===== config.mk =====
export PLATFORM = sky130hd
export DESIGN_NAME = id_and_amount_record_parser_unit
export DESIGN_NICKNAME = d
export VERILOG_FILES = /design/src/sv/iarp_pkg.sv /design/src/sv/iarp_front.sv /design/src/sv/iarp_back.sv /design/src/sv/id_and_amount_record_parser_unit.sv
export SDC_FILE = /design/constraint.sdc
export NUM_CORES = 1
export LEC_CHECK = 0
export ABC_CLOCK_PERIOD_IN_PS = 8400
export BUFFER_PORTS_ARGS = -buffer_cell sky130_fd_sc_hd__buf_2
export CORE_ASPECT_RATIO = 0.9
export CORE_UTILIZATION = 65
export DETAILED_ROUTE_END_ITERATION = 8
export GPL_ROUTABILITY_DRIVEN = 0
export HOLD_SLACK_MARGIN = 0.06
export PLACE_DENSITY = 0.95
export SLEW_MARGIN = 20
export SYNTH_ARGS = -nofsm -noshare
export SYNTH_HDL_FRONTEND = slang
export SYNTH_SLANG_ARGS = --single-unit

===== constraint.sdc =====
create_clock -name clock -period 8.4 [get_ports clock]
set_input_delay 1.26 -clock clock [delete_from_list [all_inputs] [get_ports clock]]
set_output_delay 1.26 -clock clock [all_outputs]
set_load 0.005 [all_outputs]

===== src/sv/iarp_pkg.sv =====
package iarp_pkg;

   localparam int ID_DIGITS       = 11;
   localparam int AMOUNT_BITS     = 32;
   localparam int ID_BITS         = 4 * ID_DIGITS;
   localparam int ID_CNT_BITS     = $clog2(ID_DIGITS + 1);
   localparam int ID_OUT_BITS     = 44;
   localparam int AMOUNT_OUT_BITS = 32;

   localparam logic [7:0] CHAR_ZERO  = 8'd48;
   localparam logic [7:0] CHAR_NINE  = 8'd57;
   localparam logic [7:0] CHAR_POINT = 8'h2E;

   typedef enum logic [1:0] {
      PHASE_INT,
      PHASE_TENTHS,
      PHASE_HUNDREDTHS
   } phase_type;

   typedef struct packed {
      logic       is_digit;
      logic       is_point;
      logic [3:0] digit;
   } item_type;

   typedef struct packed {
      logic [ID_OUT_BITS-1:0]     id_bcd;
      logic [AMOUNT_OUT_BITS-1:0] amount_cents;
   } result_type;

   // acc * 10 + digit, clamped to the all-ones amount
   function automatic logic [AMOUNT_BITS-1:0] sat_mul10_add(
      input logic [AMOUNT_BITS-1:0] acc,
      input logic [3:0]             digit
   );
      logic [AMOUNT_BITS+3:0] wide;
      wide = {acc, 3'b000} + {2'b00, acc, 1'b0} + (AMOUNT_BITS + 4)'(digit);
      if (wide[AMOUNT_BITS+3:AMOUNT_BITS] != 4'd0) begin
         return '1;
      end
      return wide[AMOUNT_BITS-1:0];
   endfunction

endpackage


===== src/sv/iarp_front.sv =====
module iarp_front (
   input  logic               clock,
   input  logic               reset,
   input  logic               req_push,
   output logic               req_full,
   input  logic [7:0]         req_char_in,
   output logic               item_valid,
   input  logic               item_take,
   output iarp_pkg::item_type item
);

   iarp_pkg::item_type cls;
   iarp_pkg::item_type mem_ff [2];
   logic [1:0] count_ff, count_in;
   logic       wr_ptr_ff, wr_ptr_in;
   logic       rd_ptr_ff, rd_ptr_in;
   logic       wr_en;
   logic       rd_en;

   always_comb begin
      cls.is_digit = (req_char_in >= iarp_pkg::CHAR_ZERO) &&
                     (req_char_in <= iarp_pkg::CHAR_NINE);
      cls.is_point = (req_char_in == iarp_pkg::CHAR_POINT);
      cls.digit    = 4'(req_char_in - iarp_pkg::CHAR_ZERO);
   end

   assign req_full   = (count_ff == 2'd2);
   assign item_valid = (count_ff != 2'd0);
   assign item       = mem_ff[rd_ptr_ff];

   // drop characters that cannot change the record
   assign wr_en = req_push && !req_full && (cls.is_digit || cls.is_point);
   assign rd_en = item_take && item_valid;

   always_comb begin
      count_in  = count_ff;
      wr_ptr_in = wr_ptr_ff;
      rd_ptr_in = rd_ptr_ff;
      if (wr_en) begin
         wr_ptr_in = !wr_ptr_ff;
      end
      if (rd_en) begin
         rd_ptr_in = !rd_ptr_ff;
      end
      if (wr_en && !rd_en) begin
         count_in = count_ff + 2'd1;
      end else if (!wr_en && rd_en) begin
         count_in = count_ff - 2'd1;
      end
   end

   always_ff @(posedge clock) begin
      if (reset) begin
         count_ff  <= 2'd0;
         wr_ptr_ff <= 1'b0;
         rd_ptr_ff <= 1'b0;
      end else begin
         count_ff  <= count_in;
         wr_ptr_ff <= wr_ptr_in;
         rd_ptr_ff <= rd_ptr_in;
      end
   end

   always_ff @(posedge clock) begin
      if (wr_en) begin
         mem_ff[wr_ptr_ff] <= cls;
      end
   end

endmodule


===== src/sv/iarp_back.sv =====
module iarp_back (
   input  logic                                   clock,
   input  logic                                   reset,
   input  logic                                   item_valid,
   output logic                                   item_take,
   input  iarp_pkg::item_type                     item,
   output logic                                   rsp_empty,
   input  logic                                   rsp_pop,
   output logic [iarp_pkg::ID_OUT_BITS-1:0]       rsp_id_bcd,
   output logic [iarp_pkg::AMOUNT_OUT_BITS-1:0]   rsp_amount_cents
);

   logic [iarp_pkg::ID_CNT_BITS-1:0] id_count_ff, id_count_in;
   logic [iarp_pkg::ID_BITS-1:0]     id_store_ff, id_store_in;
   iarp_pkg::phase_type              phase_ff, phase_in;
   logic [iarp_pkg::AMOUNT_BITS-1:0] amount_ff, amount_in;
   logic [iarp_pkg::AMOUNT_BITS-1:0] amount_next;
   logic                             id_done;
   logic                             emit;
   iarp_pkg::result_type             result;

   iarp_pkg::result_type out_mem_ff [2];
   logic [1:0] out_count_ff, out_count_in;
   logic       out_wr_ptr_ff, out_wr_ptr_in;
   logic       out_rd_ptr_ff, out_rd_ptr_in;
   logic       out_rd_en;

   assign item_take   = item_valid && (out_count_ff != 2'd2);
   assign id_done     = (id_count_ff == iarp_pkg::ID_CNT_BITS'(iarp_pkg::ID_DIGITS));
   assign amount_next = iarp_pkg::sat_mul10_add(amount_ff, item.digit);

   always_comb begin
      id_count_in = id_count_ff;
      id_store_in = id_store_ff;
      phase_in    = phase_ff;
      amount_in   = amount_ff;
      emit        = 1'b0;
      result.id_bcd       = iarp_pkg::ID_OUT_BITS'(id_store_ff);
      result.amount_cents = iarp_pkg::AMOUNT_OUT_BITS'(amount_next);
      if (item_take) begin
         if (item.is_digit) begin
            if (!id_done) begin
               id_store_in = (id_store_ff << 4) | iarp_pkg::ID_BITS'(item.digit);
               id_count_in = id_count_ff + iarp_pkg::ID_CNT_BITS'(1);
            end else begin
               case (phase_ff)
                  iarp_pkg::PHASE_INT: begin
                     amount_in = amount_next;
                  end
                  iarp_pkg::PHASE_TENTHS: begin
                     amount_in = amount_next;
                     phase_in  = iarp_pkg::PHASE_HUNDREDTHS;
                  end
                  iarp_pkg::PHASE_HUNDREDTHS: begin
                     // record complete: emit and start over
                     emit        = 1'b1;
                     id_count_in = '0;
                     id_store_in = '0;
                     phase_in    = iarp_pkg::PHASE_INT;
                     amount_in   = '0;
                  end
                  default: begin
                     phase_in = iarp_pkg::PHASE_INT;
                  end
               endcase
            end
         end else if (item.is_point && id_done && (phase_ff == iarp_pkg::PHASE_INT)) begin
            phase_in = iarp_pkg::PHASE_TENTHS;
         end
      end
   end

   always_ff @(posedge clock) begin
      if (reset) begin
         id_count_ff <= '0;
         id_store_ff <= '0;
         phase_ff    <= iarp_pkg::PHASE_INT;
         amount_ff   <= '0;
      end else begin
         id_count_ff <= id_count_in;
         id_store_ff <= id_store_in;
         phase_ff    <= phase_in;
         amount_ff   <= amount_in;
      end
   end

   // result queue
   assign rsp_empty        = (out_count_ff == 2'd0);
   assign rsp_id_bcd       = out_mem_ff[out_rd_ptr_ff].id_bcd;
   assign rsp_amount_cents = out_mem_ff[out_rd_ptr_ff].amount_cents;
   assign out_rd_en        = rsp_pop && !rsp_empty;

   always_comb begin
      out_count_in  = out_count_ff;
      out_wr_ptr_in = out_wr_ptr_ff;
      out_rd_ptr_in = out_rd_ptr_ff;
      if (emit) begin
         out_wr_ptr_in = !out_wr_ptr_ff;
      end
      if (out_rd_en) begin
         out_rd_ptr_in = !out_rd_ptr_ff;
      end
      if (emit && !out_rd_en) begin
         out_count_in = out_count_ff + 2'd1;
      end else if (!emit && out_rd_en) begin
         out_count_in = out_count_ff - 2'd1;
      end
   end

   always_ff @(posedge clock) begin
      if (reset) begin
         out_count_ff  <= 2'd0;
         out_wr_ptr_ff <= 1'b0;
         out_rd_ptr_ff <= 1'b0;
      end else begin
         out_count_ff  <= out_count_in;
         out_wr_ptr_ff <= out_wr_ptr_in;
         out_rd_ptr_ff <= out_rd_ptr_in;
      end
   end

   always_ff @(posedge clock) begin
      if (emit) begin
         out_mem_ff[out_wr_ptr_ff] <= result;
      end
   end

endmodule


===== src/sv/id_and_amount_record_parser_unit.sv =====
// A record's result reaches the rsp_ ports through the front queue, which
// stores its last hundredths digit, then the record update into the result queue.
// Throughput: one character per cycle while the result queue has room, set by the
// combinational multiply-add in the record stage; a two-entry queue on each side absorbs stalls.
// Reset: synchronous, active high; clears the record state and both queues.
module id_and_amount_record_parser_unit (
   input  logic                                 clock,
   input  logic                                 reset,
   input  logic                                 req_push,
   output logic                                 req_full,
   input  logic [7:0]                           req_char_in,
   output logic                                 rsp_empty,
   input  logic                                 rsp_pop,
   output logic [iarp_pkg::ID_OUT_BITS-1:0]     rsp_id_bcd,
   output logic [iarp_pkg::AMOUNT_OUT_BITS-1:0] rsp_amount_cents
);

   logic               item_valid;
   logic               item_take;
   iarp_pkg::item_type item;

   iarp_front u_front (
      .clock       (clock),
      .reset       (reset),
      .req_push    (req_push),
      .req_full    (req_full),
      .req_char_in (req_char_in),
      .item_valid  (item_valid),
      .item_take   (item_take),
      .item        (item)
   );

   iarp_back u_back (
      .clock            (clock),
      .reset            (reset),
      .item_valid       (item_valid),
      .item_take        (item_take),
      .item             (item),
      .rsp_empty        (rsp_empty),
      .rsp_pop          (rsp_pop),
      .rsp_id_bcd       (rsp_id_bcd),
      .rsp_amount_cents (rsp_amount_cents)
   );

endmodule


==> results.toml <==
[power]
pwr-share-clk = 0.426
swShare = 0.2253
p_int_w = 0.002119
combPwrFrac = 0.072
leakage_nw = 5.045
p_switching_w = 0.0006163
peakVddDrop_mv = 0.1774
powerDensity_nw_per_um2 = 210.4
p_seq_frac = 0.503

[sta]
relSlewSlack = 0.2690
min_period_ns = 5.572
report.final.slew_viol_count = 0
timing.hold.ws_ns = 0.4762
fmax_mhz = 179.5
fin_crit_sh = 0.6634
report.final.setup_viol = 0
worstMarginPinSlew_ns = 1.093
setup_ws_ns = 2.828
skew_ns = 0.01197
hold_viol = 0
rsz0062_at_grt = "false"
finalSetupTns_ns = 0

[job]
drv_cap = 0

[yosys]
synth_top_cell_area_share = 0.4294
postSynth.asyncResetShare = 0
synth_edf_count = 164
synth_nets = 980
yosysWarnings = 0
synthAdderAreaFrac = 0.07550
synth_top_family_by_area = "compound AO/OA/AOI/OAI gates"
synth_compound_area_frac = 0.1191
netlist_instances = 900
synthXorXnorAreaFrac = 0.02826
synth_flop_cell = "edfxtp_1"
ys_top_cells_by_area = "edfxtp_1 (43%), dfxtp_1 (16%), mux2_2 (7.9%), ha_1 (7.2%), a22oi_1 (2.9%)"
synth_largest_area_cell = "edfxtp_1"
avgSynthCellArea_um2 = 12.74
synth-seq-cells = 256
syn_area_um2 = 11470
post_synth_num_cell_types = 59
ys_seq_area_frac = 0.5900
synthSimpleGateAreaFrac = 0.08488
synthMuxAreaShare = 0.08204

[worst_setup_path]
cpMaxStageDelayCell = "a211oi_4"
critPathMaxStageDelay_ns = 0.96
cp.required_ns = 8.80
crit_type = "register to register"
cp_max_fo = 26
start_kind = "register"
cp.arrival_ns = 5.97
crit_path_cell_trace = "mux2_2 -> fa_1 -> inv_1 -> fa_1 -> nand2b_1 -> a21oi_1 -> o31a_1 -> a31oi_4 -> o21a_2 -> o21ai_2 -> o21ai_0 -> a211oi_4 -> buf_4 -> o21ai_0 -> a22o_1"
reg2reg_slack_ns = 2.83
rr_worst_depth = 15
r2r_end = "u_back.amount_ff[10]"
endpoint_kind = "register"

[layout]
nets = 1059
regArea_um2 = 6770
fillers = 974
syn_to_final_growth_pct = 13.32
multi_input_area_um2 = 4514
drive_above_1_share = 0.2397
diodes = 0

[place]
dp_slack_ns = 2.983
post-dp-hpwl_um = 15250
io_buffers = 89

[clock_network]
cts_buffers = 25
clk_latency_ns = 0.52
cts-root-buf = "clkbuf_16"
cts_sinks = 256
clk_pin_slew_ns = 0.06
tritoncts = "done"
h-tree-depth = 1
postCtsHoldBufs = 0
cts_setup_buffers = 0
clock_path_buffers = 3
ctsResizeCount = 0

[die]
start_util = 0.6722
rows = 45
die_area_um2 = 18180
die_w_um = 142.0
core_area_um2 = 17060
fp.dieH_um = 128.0
io_pins = 90

[grt]
antenna_found_initial = 0
grtUsageTotal = 0.2711
grt_start_max_net_pins = 77
grt_pass1_vias = 7700
grt_pass1_wl_um = 38650
grt.overflow.total = 0

[detailed_routing]
viasPerCell = 6.248
route.detailed.drc = 0
wire_per_inst_um = 19.94
wl_um = 24560
drt_iter0_drc = 797
ant_nets = 0
dr.pass1.iters = 6
via_count = 7698

[worst_hold_path]
hold_path.startpoint = "u_back.id_store_ff[23]"
hold_class = "register to register"
whs_path_depth = 0
min_to = "u_back.out_mem_ff[1][55]"

[run_status]
status = "finished, final reports clean"
[synth_stat cells (3+ instances only)]
| master | count |
|---|---|
| a211oi_1 | 9 |
| a21boi_0 | 3 |
| a21o_1 | 11 |
| a21oi_1 | 49 |
| a22o_1 | 24 |
| a22oi_1 | 44 |
| and2_1 | 3 |
| and3_1 | 5 |
| buf_1 | 3 |
| clkbuf_1 | 37 |
| dfxtp_1 | 92 |
| edfxtp_1 | 164 |
| ha_1 | 66 |
| inv_1 | 10 |
| mux2_2 | 80 |
| mux2i_1 | 4 |
| nand2_1 | 55 |
| nand2_4 | 10 |
| nand2b_1 | 7 |
| nand3_1 | 6 |
| nand4_1 | 7 |
| nor2_1 | 79 |
| nor2b_1 | 8 |
| nor3_1 | 6 |
| nor4_1 | 4 |
| o21a_1 | 7 |
| o21ai_0 | 28 |
| o21bai_1 | 3 |
| or3_1 | 5 |
| xnor2_1 | 13 |
| xor2_1 | 24 |
[cell families (layout without fill, tap and decap cells)]
group | Yosys count | after routing
fa+ha+maj | 68 | 68
mux | 84 | 84
buf+inv | 54 | 151
xor+xnor | 37 | 37
simple gates | 202 | 202
compound gates | 199 | 199
flops | 256 | 256
[cells in the final DEF (no fill, tap or decap), drive strengths merged, types with 33 or more instances in the layout]
cell,synthesis,final
nand2,65,65
buf,7,96
dfxtp,92,92
clkbuf,37,33
ha,66,66
nor2,79,79
a22oi,44,44
edfxtp,164,164
mux2,80,80
a21oi,49,49
[worst max path at each step]
stage               startpoint                       to  cells after the start
global route          register     u_back.amount_ff[10]                     15
global placement      register     u_back.amount_ff[10]                     15
floorplan             register  u_back.out_mem_ff[0][0]                      6
detailed placement    register     u_back.amount_ff[10]                     15
CTS                   register     u_back.amount_ff[10]                     15
finish                register     u_back.amount_ff[10]                     15
[routing by layer]
layer,global-route usage,routed length (µm),vias to the layer above
met5,0,0,-
met4,0.09930,677,0
met3,0.03810,1560,52
met2,0.4732,12420,365
met1,0.3457,9901,3750
li1,-,-,3531
[critical path: cells and delay by family, from the launching register on]
kind            cells  cell delay [ns]
compound gates      9             2.80
fa+ha+maj           2             0.96
buf+inv             2             0.55
flops               1             0.51
mux                 1             0.42
simple gates        1             0.19
[power by group through the flow]
stage | logic [W] | registers (W) | clock network (W)
finish | 0.000196 | 0.00137 | 0.00116
floorplan | 0.000143 | 0.00139 | 0
global placement | 0.000185 | 0.00140 | 0
global route | 0.000215 | 0.00138 | 0.00121
detailed placement | 0.000194 | 0.00140 | 0
CTS | 0.000195 | 0.00137 | 0.00117
[final cells by class]
type,instances,share of cell area
Clock inverter,12,0.01078
Tap cell,235,0.02262
Sequential cell,256,0.5209
Multi-Input combinational cell,590,0.3474
Inverter,10,0.002888
Clock buffer,33,0.05613
Timing Repair Buffer,96,0.03928
[state kept, by name, summed over array words and instances, names as in the netlist, 2 cells and up, named ones only]
name,count
u_back.out_count_ff,2
u_front.count_ff,2
u_back.id_store_ff,44
u_back.phase_ff,2
u_back.id_count_ff,4
u_front.mem_ff,12
u_back.out_mem_ff,152
u_back.amount_ff,32
[through the flow]
stage               cells    util  area, µm²  power (W)
detailed placement   1186  0.7092      12100   0.001595
finish               1232  0.7618      13000   0.002735
floorplan             900       -      11470   0.001528
global placement     1186  0.7092      12100   0.001584
CTS                  1231  0.7602      12970   0.002737
global route         1232  0.7618      13000   0.002805
No activity file was read; power rests on OpenSTA's default activity.
